==> config.mk <==
export PLATFORM = sky130hd
export DESIGN_NAME = crc_framed_packet_receiver_core
export DESIGN_NICKNAME = d
export VERILOG_FILES = /design/src/hw/rtl/cfpr_pkg.sv /design/src/hw/rtl/cfpr_cfg_regs.sv /design/src/hw/rtl/cfpr_frame_engine.sv /design/src/hw/rtl/crc_framed_packet_receiver_core.sv
export SDC_FILE = /design/constraint.sdc
export NUM_CORES = 1
export LEC_CHECK = 0
export BUFFER_PORTS_ARGS = -buffer_cell sky130_fd_sc_hd__buf_2
export CAP_MARGIN = 20
export CORE_UTILIZATION = 55
export CTS_CLUSTER_DIAMETER = 100
export CTS_CLUSTER_SIZE = 10
export DETAILED_ROUTE_END_ITERATION = 8
export PLACE_DENSITY = 0.71
export SYNTH_ARGS = -nofsm -noshare
export SYNTH_HDL_FRONTEND = slang
export SYNTH_SLANG_ARGS = --single-unit
==> constraint.sdc <==
create_clock -name clk -period 7.3 [get_ports clk]
set_input_delay 0.73 -clock clk [delete_from_list [all_inputs] [get_ports clk]]
set_output_delay 0.73 -clock clk [all_outputs]
set_load 0.02 [all_outputs]
==> src/hw/rtl/cfpr_pkg.sv <==
// Shared types, constants and CRC/kind functions for the framed packet receiver.
// Used by every module under hw/rtl; depends on nothing else.
package cfpr_pkg;

	localparam int unsigned CfgIndexW = 3;
	localparam int unsigned CfgDataW  = 16;

	localparam logic [CfgIndexW-1:0] REG_SYNC_BYTE  = 3'd0;
	localparam logic [CfgIndexW-1:0] REG_CRC8_POLY  = 3'd1;
	localparam logic [CfgIndexW-1:0] REG_CRC8_INIT  = 3'd2;
	localparam logic [CfgIndexW-1:0] REG_CRC16_POLY = 3'd3;
	localparam logic [CfgIndexW-1:0] REG_CRC16_INIT = 3'd4;

	localparam logic [7:0]  SYNC_RESET       = 8'h3D;
	localparam logic [7:0]  CRC8_POLY_RESET  = 8'h39;
	localparam logic [7:0]  CRC8_INIT_RESET  = 8'h66;
	localparam logic [15:0] CRC16_POLY_RESET = 16'h1021;
	localparam logic [15:0] CRC16_INIT_RESET = 16'h913D;

	localparam logic [7:0] DEFAULT_LEN = 8'd6;
	localparam logic [7:0] CMD_HEAD    = 8'hC5;
	localparam logic [7:0] SUB_HEAD    = 8'h12;

	localparam logic [3:0] KIND_CMD_03   = 4'd0;
	localparam logic [3:0] KIND_CMD_04   = 4'd1;
	localparam logic [3:0] KIND_CMD_05   = 4'd2;
	localparam logic [3:0] KIND_CMD_06   = 4'd3;
	localparam logic [3:0] KIND_CMD_07   = 4'd4;
	localparam logic [3:0] KIND_CMD_08   = 4'd5;
	localparam logic [3:0] KIND_CMD_20   = 4'd6;
	localparam logic [3:0] KIND_SUB_03   = 4'd7;
	localparam logic [3:0] KIND_SUB_06   = 4'd8;
	localparam logic [3:0] KIND_SUB_09   = 4'd9;
	localparam logic [3:0] KIND_OTHER    = 4'd10;
	localparam logic [3:0] KIND_CRC_FAIL = 4'd11;

	typedef struct packed {
		logic [7:0]  sync_byte;
		logic [7:0]  crc8_poly;
		logic [7:0]  crc8_init;
		logic [15:0] crc16_poly;
		logic [15:0] crc16_init;
	} cfg_t;

	typedef struct packed {
		logic [7:0] data_byte;
		logic [7:0] position;
		logic       frame_end;
		logic       aborted;
		logic [7:0] frame_length;
		logic       crc_ok;
		logic [3:0] kind;
	} result_t;

	function automatic logic [7:0] crc8_step(input logic [7:0] c, input logic [7:0] b,
		input logic [7:0] poly);
		logic [7:0] v;
		v = c ^ b;
		for (int i = 0; i < 8; i++) begin
			v = v[7] ? ({v[6:0], 1'b0} ^ poly) : {v[6:0], 1'b0};
		end
		return v;
	endfunction

	function automatic logic [15:0] crc16_step(input logic [15:0] c, input logic [7:0] b,
		input logic [15:0] poly);
		logic [15:0] v;
		v = c ^ {b, 8'h00};
		for (int i = 0; i < 8; i++) begin
			v = v[15] ? ({v[14:0], 1'b0} ^ poly) : {v[14:0], 1'b0};
		end
		return v;
	endfunction

	// Captured bytes are those at positions 1, 4, 8 and 10 of the frame.
	function automatic logic [3:0] kind_of(input logic [3:0][7:0] cap, input logic [3:0] cv);
		logic [3:0] k;
		k = KIND_OTHER;
		if (cv[0] && cap[0] == CMD_HEAD) begin
			if (cv[1]) begin
				case (cap[1])
					8'h03: k = KIND_CMD_03;
					8'h04: k = KIND_CMD_04;
					8'h05: k = KIND_CMD_05;
					8'h06: k = KIND_CMD_06;
					8'h07: k = KIND_CMD_07;
					8'h08: k = KIND_CMD_08;
					8'h20: k = KIND_CMD_20;
					default: k = KIND_OTHER;
				endcase
			end
		end else if (cv[2] && cap[2] == SUB_HEAD && cv[3]) begin
			case (cap[3])
				8'h03: k = KIND_SUB_03;
				8'h06: k = KIND_SUB_06;
				8'h09: k = KIND_SUB_09;
				default: k = KIND_OTHER;
			endcase
		end
		return k;
	endfunction

endpackage

==> src/hw/rtl/cfpr_cfg_regs.sv <==
// Configuration register bank of the framed packet receiver.
// Depends on cfpr_pkg for the register indexes, reset values and cfg_t.
module cfpr_cfg_regs (
	input  logic                           clk,
	input  logic                           arst_n,
	input  logic                           cfg_wr_en,
	input  logic [cfpr_pkg::CfgIndexW-1:0] cfg_index,
	input  logic [cfpr_pkg::CfgDataW-1:0]  cfg_data,
	output cfpr_pkg::cfg_t                 cfg
);

	cfpr_pkg::cfg_t cfg_q;

	always_ff @(posedge clk or negedge arst_n) begin
		if (!arst_n) begin
			cfg_q.sync_byte  <= cfpr_pkg::SYNC_RESET;
			cfg_q.crc8_poly  <= cfpr_pkg::CRC8_POLY_RESET;
			cfg_q.crc8_init  <= cfpr_pkg::CRC8_INIT_RESET;
			cfg_q.crc16_poly <= cfpr_pkg::CRC16_POLY_RESET;
			cfg_q.crc16_init <= cfpr_pkg::CRC16_INIT_RESET;
		end else if (cfg_wr_en) begin
			case (cfg_index)
				cfpr_pkg::REG_SYNC_BYTE:  cfg_q.sync_byte  <= cfg_data[7:0];
				cfpr_pkg::REG_CRC8_POLY:  cfg_q.crc8_poly  <= cfg_data[7:0];
				cfpr_pkg::REG_CRC8_INIT:  cfg_q.crc8_init  <= cfg_data[7:0];
				cfpr_pkg::REG_CRC16_POLY: cfg_q.crc16_poly <= cfg_data;
				cfpr_pkg::REG_CRC16_INIT: cfg_q.crc16_init <= cfg_data;
				default: ;
			endcase
		end
	end

	assign cfg = cfg_q;

endmodule

==> src/hw/rtl/cfpr_frame_engine.sv <==
// Frame state and per-byte decode: header CRC8, frame CRC16, length and kind.
// Depends on cfpr_pkg for cfg_t, result_t and the CRC and kind functions.
module cfpr_frame_engine (
	input  logic                clk,
	input  logic                arst_n,
	input  cfpr_pkg::cfg_t      cfg,
	input  logic                step_en,
	input  logic [7:0]          b,
	output logic                has_result,
	output cfpr_pkg::result_t   res
);

	logic [7:0]      byte_count_q;
	logic            short_q;
	logic [7:0]      flen_q;
	logic [7:0]      hcrc_q;
	logic [15:0]     fcrc_q;
	logic [7:0]      held0_q;
	logic [7:0]      held1_q;
	logic [3:0][7:0] cap_q;
	logic [3:0]      capv_q;
	logic [7:0]      sync_seen_q;

	logic [7:0]      p;
	logic            short_n;
	logic [7:0]      len_pos;
	logic [7:0]      crc_pos;
	logic [7:0]      flen_n;
	logic [3:0][7:0] cap_n;
	logic [3:0]      capv_n;
	logic [7:0]      hcrc_n;
	logic            abort;
	logic [15:0]     fed;
	logic [15:0]     init_fed;
	logic [8:0]      cnt;
	logic            frame_done;
	logic            ok;
	logic            is_sync;

	assign p        = byte_count_q;
	assign is_sync  = (p == 8'd0) && (b == cfg.sync_byte);
	assign short_n  = (p == 8'd1) ? b[7] : short_q;
	assign len_pos  = short_n ? 8'd2 : 8'd4;
	assign crc_pos  = short_n ? 8'd3 : 8'd6;
	assign flen_n   = (p == len_pos) ? b : flen_q;
	assign hcrc_n   = cfpr_pkg::crc8_step(hcrc_q, b, cfg.crc8_poly);
	assign abort    = (p == crc_pos) && (b != hcrc_q);
	assign fed      = (p >= 8'd2) ? cfpr_pkg::crc16_step(fcrc_q, held0_q, cfg.crc16_poly)
		: fcrc_q;
	assign init_fed = cfpr_pkg::crc16_step(cfg.crc16_init, sync_seen_q, cfg.crc16_poly);
	assign cnt      = {1'b0, p} + 9'd1;
	assign frame_done = !abort && (cnt >= {1'b0, flen_n});

	always_comb begin
		cap_n  = cap_q;
		capv_n = capv_q;
		case (p)
			8'd1:  begin cap_n[0] = b; capv_n[0] = 1'b1; end
			8'd4:  begin cap_n[1] = b; capv_n[1] = 1'b1; end
			8'd8:  begin cap_n[2] = b; capv_n[2] = 1'b1; end
			8'd10: begin cap_n[3] = b; capv_n[3] = 1'b1; end
			default: ;
		endcase
	end

	// A length byte smaller than its own place ends the frame early, so the
	// trailing check bytes then come from older bytes of the frame.
	always_comb begin
		if (flen_n < 8'd2) begin
			ok = 1'b0;
		end else if ({1'b0, flen_n} == cnt) begin
			ok = (fed[7:0] == held1_q) && (fed[15:8] == b);
		end else if (flen_n == p) begin
			ok = (fcrc_q[7:0] == held0_q) && (fcrc_q[15:8] == held1_q);
		end else if (flen_n == 8'd2) begin
			ok = (cfg.crc16_init[7:0] == sync_seen_q) && (cfg.crc16_init[15:8] == cap_n[0]);
		end else begin
			ok = (init_fed[7:0] == cap_n[0]) && (init_fed[15:8] == held0_q);
		end
	end

	always_comb begin
		res = '0;
		res.data_byte = b;
		if (p == 8'd0) begin
			has_result = is_sync;
		end else begin
			has_result   = 1'b1;
			res.position = p;
			res.aborted  = abort;
			if (frame_done) begin
				res.frame_end    = 1'b1;
				res.frame_length = flen_n;
				res.crc_ok       = ok;
				res.kind         = ok ? cfpr_pkg::kind_of(cap_n, capv_n)
					: cfpr_pkg::KIND_CRC_FAIL;
			end
		end
	end

	always_ff @(posedge clk or negedge arst_n) begin
		if (!arst_n) begin
			byte_count_q <= '0;
			short_q      <= 1'b0;
			flen_q       <= cfpr_pkg::DEFAULT_LEN;
			hcrc_q       <= '0;
			fcrc_q       <= '0;
			held0_q      <= '0;
			held1_q      <= '0;
			cap_q        <= '0;
			capv_q       <= '0;
			sync_seen_q  <= '0;
		end else if (step_en) begin
			if (p == 8'd0) begin
				if (is_sync) begin
					byte_count_q <= 8'd1;
					short_q      <= 1'b0;
					flen_q       <= cfpr_pkg::DEFAULT_LEN;
					hcrc_q       <= cfpr_pkg::crc8_step(cfg.crc8_init, b, cfg.crc8_poly);
					fcrc_q       <= cfg.crc16_init;
					held0_q      <= '0;
					held1_q      <= b;
					capv_q       <= '0;
					sync_seen_q  <= b;
				end
			end else begin
				short_q <= short_n;
				flen_q  <= flen_n;
				cap_q   <= cap_n;
				capv_q  <= capv_n;
				if (p < crc_pos) begin
					hcrc_q <= hcrc_n;
				end
				if (abort || frame_done) begin
					byte_count_q <= '0;
				end else begin
					byte_count_q <= cnt[7:0];
					fcrc_q       <= fed;
					held0_q      <= held1_q;
					held1_q      <= b;
				end
			end
		end
	end

endmodule

==> src/hw/rtl/crc_framed_packet_receiver_core.sv <==
// Top level of the framed packet receiver: input register, frame engine and result register.
// Depends on cfpr_pkg, cfpr_cfg_regs and cfpr_frame_engine.
//
// The receiver takes one byte per clock cycle while in_stall is low. An accepted byte passes
// through the input register, where the byte-wide CRC8 and CRC16 updates and the frame decode
// run as combinational logic, and then the result register, which holds its result item.
// A byte that arrives while no frame is open and is not the sync byte gives no item; every
// other byte gives exactly one, echoed with its position. Input stall rises only while the
// result register is full and stalled.
module crc_framed_packet_receiver_core (
	input  logic                           clk,
	input  logic                           arst_n,
	input  logic                           cfg_wr_en,
	input  logic [cfpr_pkg::CfgIndexW-1:0] cfg_index,
	input  logic [cfpr_pkg::CfgDataW-1:0]  cfg_data,
	input  logic                           in_valid,
	output logic                           in_stall,
	input  logic [7:0]                     rx_byte,
	output logic                           out_valid,
	input  logic                           out_stall,
	output logic [7:0]                     data_byte,
	output logic [7:0]                     position,
	output logic                           frame_end,
	output logic                           aborted,
	output logic [7:0]                     frame_length,
	output logic                           crc_ok,
	output logic [3:0]                     kind
);

	cfpr_pkg::cfg_t    cfg;
	cfpr_pkg::result_t res;
	cfpr_pkg::result_t res_q;
	logic              has_result;
	logic              valid_s1;
	logic [7:0]        rx_byte_s1;
	logic              out_valid_q;
	logic              out_free;
	logic              advance;

	assign out_free = !out_valid_q || !out_stall;
	assign advance  = valid_s1 && out_free;
	assign in_stall = valid_s1 && !out_free;

	cfpr_cfg_regs u_cfg_regs (
		.clk       (clk),
		.arst_n    (arst_n),
		.cfg_wr_en (cfg_wr_en),
		.cfg_index (cfg_index),
		.cfg_data  (cfg_data),
		.cfg       (cfg)
	);

	cfpr_frame_engine u_frame_engine (
		.clk        (clk),
		.arst_n     (arst_n),
		.cfg        (cfg),
		.step_en    (advance),
		.b          (rx_byte_s1),
		.has_result (has_result),
		.res        (res)
	);

	always_ff @(posedge clk or negedge arst_n) begin
		if (!arst_n) begin
			valid_s1 <= 1'b0;
		end else if (!in_stall) begin
			valid_s1 <= in_valid;
		end
	end

	always_ff @(posedge clk) begin
		if (in_valid && !in_stall) begin
			rx_byte_s1 <= rx_byte;
		end
	end

	always_ff @(posedge clk or negedge arst_n) begin
		if (!arst_n) begin
			out_valid_q <= 1'b0;
		end else if (out_free) begin
			out_valid_q <= advance && has_result;
		end
	end

	always_ff @(posedge clk) begin
		if (advance && has_result) begin
			res_q <= res;
		end
	end

	assign out_valid    = out_valid_q;
	assign data_byte    = res_q.data_byte;
	assign position     = res_q.position;
	assign frame_end    = res_q.frame_end;
	assign aborted      = res_q.aborted;
	assign frame_length = res_q.frame_length;
	assign crc_ok       = res_q.crc_ok;
	assign kind         = res_q.kind;

endmodule

==> results of run 1 <==
-- layer usage --
metal  global-route usage, %  part of all wire [%]  wire length [um]  up-vias
met5                       0                     0                 0        -
met4                   18.33                   4.8              3299        0
met3                   4.986                   7.8              5379      203
met2                   63.49                    47             32030      952
met1                   50.04                    41             28120     8879
li1                        -                     -                 -     8252
-- stage by stage --
step,area [um2],cells,hold slack [ns],utilization [%]
floorplan,19260,2355,0.4244,-
global placement,19770,2745,0.4632,57.37
detailed placement,19790,2747,0.4703,57.44
CTS,20380,2779,0.3711,59.15
global route,20390,2780,0.4021,59.16
finish,20390,2780,0.3541,59.16
-- state kept, by name (all words and copies together) (netlist names), 4 cells and up --
register	count
frame_length	8
u_frame_engine.held1_q	8
u_frame_engine.hcrc_q	8
u_frame_engine.byte_count_q	8
u_frame_engine.held0_q	8
u_frame_engine.capv_q	4
u_frame_engine.flen_q	8
u_cfg_regs.cfg	56
position	8
rx_byte_s1	8
kind	4
u_frame_engine.sync_seen_q	8
data_byte	8
u_frame_engine.fcrc_q	16
u_frame_engine.cap_q	32
-- cell type report --
type	instances	area (um2)	area share, %
clock buffers	19	442.9	2.173
clock inverters	13	143.9	0.7058
inverters	42	157.7	0.7733
multi-input cells	1923	13060	64.05
flip-flops and latches	198	5184	25.43
well taps	455	569.3	2.793
repair buffers	130	830.8	4.075
-- path summary, 6_finish.rpt --
| path | end | slack [ns] | depth (start not counted) |
|---|---|---|---|
| max | kind[2] | 0.64 | 18 |
| min | u_frame_engine.flen_q[4] | 0.35 | 1 |
| max reg2reg | kind[2] | 0.64 | 18 |
| min reg2reg | u_frame_engine.cap_q[11] | 0.48 | 2 |
| max in group asynchronous | u_cfg_regs.cfg[20] | 5.48 | 2 |
| min in group clk | rx_byte_s1[5] | 0.46 | 1 |
-- critical path, stage by stage (launching register included) --
cell and delay (ns):
dfrtp_1 0.63, xor2_4 0.52, a21oi_1 0.23, o211ai_1 0.78, o221ai_1 0.30, or4_4 0.55, and2_4 0.20, nor4_4 0.44
nor3_1 0.19, a211oi_2 0.27, buf_4 0.26, mux2i_1 0.24, xnor2_1 0.19, xor3_1 0.30, a311oi_1 0.37, nor2_1 0.09
a41oi_1 0.50, a211oi_2 0.16, and2_1 0.16
-- cells by family after synthesis --
logic type | count (synthesis)
mux | 141
simple gates | 834
xor+xnor | 397
buf+inv | 234
fa+ha+maj | 14
flops | 198
compound gates | 537
-- cells in the final DEF, fill, tap and decap left out, drive strengths merged, types with 15 or more instances in the layout --
cell,count
mux2i,53
edfxtp,39
a22o,15
nand4,33
nand3,78
nand2,369
dfrtp,133
and3,22
a31oi,39
mux2,88
nor3,56
xnor2,298
a32oi,24
xor2,81
a22oi,15
clkbuf,19
nor2,171
a21oi,89
xnor3,17
nor4,19
dfstp,26
o21ai,162
o211ai,25
inv,46
buf,130
a211oi,35
==> key figures, run 1 <==
Run status
  – Status: finished clean

Routing
  – WL/cell: between 20 and 25 um
  – DR pass1 iterations: 6
  – Initial DRC count: 2,042
  – Vias: about 18,000
  – Total Wirelength: 68,830 um
  – Antenna Violating Nets Remaining: 0
  – DRC violations left: 0
  – Vias/cell: 6.578

Cells and area
  – Fill cells: 3,102
  – Antenna diode count: 0
  – Share of cells above drive strength 1: 14.11%
  – Nets@finish: 2,358
  – Layout area overhead: 5.847%

Die
  – # IOs: between 60 and 70
  – Starting Density: 55.89%
  – DIE AREA: 0.03577 mm2
  – Die width: 189.1 um
  – Core Rows: 68
  – Die span in y: 189.1 um
  – Core box area: 0.03446 mm2

Critical path
  – Critical Path Source: u_frame_engine.held0_q[7]
  – Crit path required time: 7.50 ns
  – Critical Path Source Type: register
  – Endpoint class of the critical path: register
  – Type of the worst setup path: reg -> reg
  – Worst r2r src: u_frame_engine.held0_q[7]
  – CP Data Arrival Time: approximately 7 ns
  – CP max FO: 16

CTS
  – Hold-fix buffers, CTS: 0
  – Clk pin slew, worst setup/hold paths: ~0.080 ns
  – CTS Buf Count: 17
  – Worst-case clock buffer depth: 2
  – CTS Root Cell: clkbuf_16
  – Post-CTS resize count: 0
  – CTS Sinks: 198
  – CTS tree: built
  – Later-pin clock latency in the skew report: 0.45 ns
  – H-tree depth: 4
  – Post-CTS Setup Inserts: 0

Placement
  – Post-DP HPWL: 50,160 um
  – Placer Congestion: 1.058
  – PortBufs: 64
  – Setup slack at placement: 0.8305 ns

Logic synthesis
  – Post-Synth Simple-Gate Area: 19.84%
  – Synth Net Count: 2,401
  – Seq cells post-synth: 198
  – Largest family of logic cells by synthesized area: XOR/XNOR gates
  – Ys Warns: 0
  – Synthesized area: 0.01926 mm2
  – Post-synthesis mux area share: 7.900%
  – Ys flop type: dfrtp_1
  – Syn avg cell area: ~8 um2
  – Synth Area in XOR/XNOR: 20.05%
  – Biggest area consumer among synthesized cells: dfrtp_1
  – Synth Area in Compound Gates: between 10% and 20%
  – EDFF count, synth: 39
  – Top cell type's share of synthesized area: around 17%
  – Synth area leaders: dfrtp_1 (17%), xnor2_1 (13%), nand2_1 (7.2%), edfxtp_1 (6.1%), mux2_2 (5.1%)
  – Register area share after synthesis: a little over a quarter
  – Post-Synthesis Cells: ~2,400
  – Post-synth cell types: 99
  – Most common cell in the netlist: nand2_1
  – Async set-reset flop share out of synthesis: 80.30%
  – Synth cell count leaders: nand2_1 (369), xnor2_1 (289), nor2_1 (170)
  – Adder-cell share of the synthesized area: less than 1%

STA
  – Worst slew pin tran: 1.092 ns
  – Fmax: roughly 150 MHz
  – Fin crit share: 91.20%
  – Max Slew Vio Count: 0
  – Setup TNS: 0 ns
  – Final WS setup: 0.6421 ns
  – Relative slew margins: between 20% and 30%
  – Final setup fails: 0
  – RSZ-0062 raised after global routing: false
  – Final min period: 6.658 ns
  – Fin. Hold Viols: 0
  – Skew final: around 0.012 ns

Job
  – Max_cap viols: 0

Global routing
  – Initial antenna violation count: 0
  – Vias in the first global route: roughly 17,000
  – Pin count of the biggest net entering global routing: between 80 and 90
  – First-pass GRT wire length: 105,200 um
  – GRT Util Overall: 38.51%
  – Grt total ovfl: 0

Min path
  – Min-delay worst type: in -> async
Power of run 1 is not shown: default switching activity piles up to over one toggle a cycle in this logic, so the estimate is an artifact.
==> run 2, diff against run 1 <==
--- a/config.mk
+++ b/config.mk
@@ -7,7 +7,9 @@
 export LEC_CHECK = 0
 export BUFFER_PORTS_ARGS = -buffer_cell sky130_fd_sc_hd__buf_2
 export CAP_MARGIN = 20
+export CORE_ASPECT_RATIO = 0.8
 export CORE_UTILIZATION = 55
+export CTS_BUF_LIST = sky130_fd_sc_hd__clkbuf_4
 export CTS_CLUSTER_DIAMETER = 100
 export CTS_CLUSTER_SIZE = 10
 export DETAILED_ROUTE_END_ITERATION = 8
==> run 2 against run 1 <==
Via count is 1.1% higher. First-iteration DRC count grew 30%. Utilization shrank 0.20 points. Global-route usage down 1.0 points. Non-clock buffer count fell by 5. Cell count increased by 0.18%. Sequential share of layout area up 0.43 points. Wire length shrank 2.4%. Die area about the same. Register-to-register slack about the same.
==> key figures, run 2 (synthesis results as in run 1) <==
CTS
  – Clk pin slew, worst setup/hold paths: 0.17 ns
  – CTS Buf Count: 17
  – CTS Sinks: about 200
  – CTS Root Cell: clkbuf_4
  – Post-CTS Setup Inserts: 0
  – Hold-fix buffers, CTS: 0
  – Post-CTS resize count: 0
  – Worst-case clock buffer depth: 2
  – Later-pin clock latency in the skew report: 0.64 ns
  – H-tree depth: 4
  – CTS tree: built

Cells and area
  – Fill cells: approximately 3,100
  – Final Util: 58.96%
  – Share of cells above drive strength 1: around 14%
  – Commonest non-fill, non-tap cells in the layout: nand2_1 (369), xnor2_1 (288), nor2_1 (170)
  – Antenna diode count: 0
  – Layout area overhead: 4.106%
  – Commonest non-fill, non-tap cell in the layout: nand2_1
  – Nets@finish: between 2,000 and 2,500
  – Number of flip-flops in the largest register: 56
  – Non-filler cells, final: about 2,800

Die
  – DIE AREA: 0.03577 mm2
  – Starting Density: roughly 57%
  – # IOs: 65
  – Core Rows: 60
  – Die span in y: 169.4 um
  – Die width: 211.2 um
  – Core box area: 0.03401 mm2

Critical path
  – Setup slack, reg-to-reg: 0.63 ns
  – Endpoint class of the critical path: register
  – Crit path required time: slightly below 8 ns
  – Type of the worst setup path: reg -> reg
  – Critical Path Source Type: register
  – Reg2reg end: kind[2]
  – CP Data Arrival Time: 7.07 ns
  – Critical Path Source: u_frame_engine.held0_q[7]
  – Critical Path Sink: kind[2]
  – Worst r2r src: u_frame_engine.held0_q[7]
  – Register-to-Register Path Depth: 17
  – CP max FO: 19

STA
  – Min Hold Slack: 0.1301 ns
  – Final min period: 6.669 ns
  – Worst slew pin tran: between 1 and 1.5 ns
  – Setup TNS: 0 ns
  – Fin crit share: 91.36%
  – Max Slew Vio Count: 0
  – Relative slew margins: 27.79%
  – Skew final: 0.02871 ns
  – Fmax: 149.9 MHz
  – RSZ-0062 raised after global routing: false
  – Fin. Hold Viols: 0
  – Final setup fails: 0

Global routing
  – Initial antenna violation count: 0
  – GRT Util Overall: 37.50%
  – Grt total ovfl: 0
  – Vias in the first global route: 16,870
  – Pin count of the biggest net entering global routing: 93
  – First-pass GRT wire length: 102,500 um

Placement
  – PortBufs: between 60 and 70
  – Placer Congestion: around 1.1
  – Post-placement cell count: 2,750
  – Post-DP HPWL: 49,070 um

Job
  – Max_cap viols: 0

Routing
  – Vias: approximately 18,000
  – Vias/cell: 6.640
  – DRC violations left: 0
  – Initial DRC count: 2,661
  – DR pass1 iterations: 8
  – Total Wirelength: 67,200 um
  – WL/cell: 24.13 um
  – Antenna Violating Nets Remaining: 0

Run status
  – Status: finished clean

Min path
  – Min-delay worst type: in -> async
==> run 2: cell types whose count changed in the layout (fill, tap and decap cells not counted), moves of 2 or more <==
cell	change
clkbuf_4	+19
clkbuf_16	-17
buf_4	-4
clkinv_2	-3
inv_2	+2
inv_4	+2
==> run 2: cell type report <==
cell class / count / area [um2] / area share [%]
clock buffer: 18 / 135.1 / 0.6739
clock inverter: 14 / 142.6 / 0.7114
inverter: 42 / 157.7 / 0.7863
multi-input combinational: 1923 / 13060 / 65.12
sequential: 198 / 5184 / 25.85
tap: 465 / 581.8 / 2.902
timing repair buffer: 125 / 792.0 / 3.950
==> run 2: how the worst min path moves through the flow <==
stage | from | slack [ns] | to
2_1_floorplan | rx_byte_s1[0] | 0.42 | data_byte[0]
3_3_place_gp | u_frame_engine.cap_q[8] | 0.46 | u_frame_engine.cap_q[8]
3_5_place_dp | u_frame_engine.cap_q[1] | 0.47 | u_frame_engine.cap_q[1]
4_1_cts | arst_n | 0.17 | u_frame_engine.cap_q[14]
5_1_grt | arst_n | 0.16 | u_frame_engine.byte_count_q[5]
6_report | arst_n | 0.13 | u_frame_engine.byte_count_q[4]
==> run 2: critical path: stages (launching register included) <==
cell	delay, ns
dfrtp_1	0.57
xnor2_4	0.63
o21ai_0	0.35
nand2_1	0.53
o221ai_1	0.24
o31ai_1	0.48
nand2_1	0.30
a31oi_2	0.58
nor3_1	0.18
or4_1	0.51
a21o_1	0.20
xnor2_1	0.50
xnor2_1	0.27
a31oi_1	0.29
nor2_1	0.07
a41oi_1	0.43
a211oi_2	0.15
and2_1	0.16
==> run 2: layer usage <==
metal	vias to the layer above	track usage, %	share of wire [%]
met5	-	0	0
met4	0	8.223	2.1
met3	113	9.493	13
met2	1180	52.66	41
met1	8939	56.97	44
li1	8260	-	-
==> run 2: metrics by stage <==
| step | instance area [um2] | setup WS (ns) |
|---|---|---|
| after detailed placement | 19740 | 0.9366 |
| after CTS | 20020 | 0.8699 |
| after global placement | 19740 | 1.067 |
| final | 20050 | 0.6308 |
| after floorplan | 19260 | 1.516 |
| after global routing | 20050 | 0.4129 |
Power of run 2 is left out for the same reason.
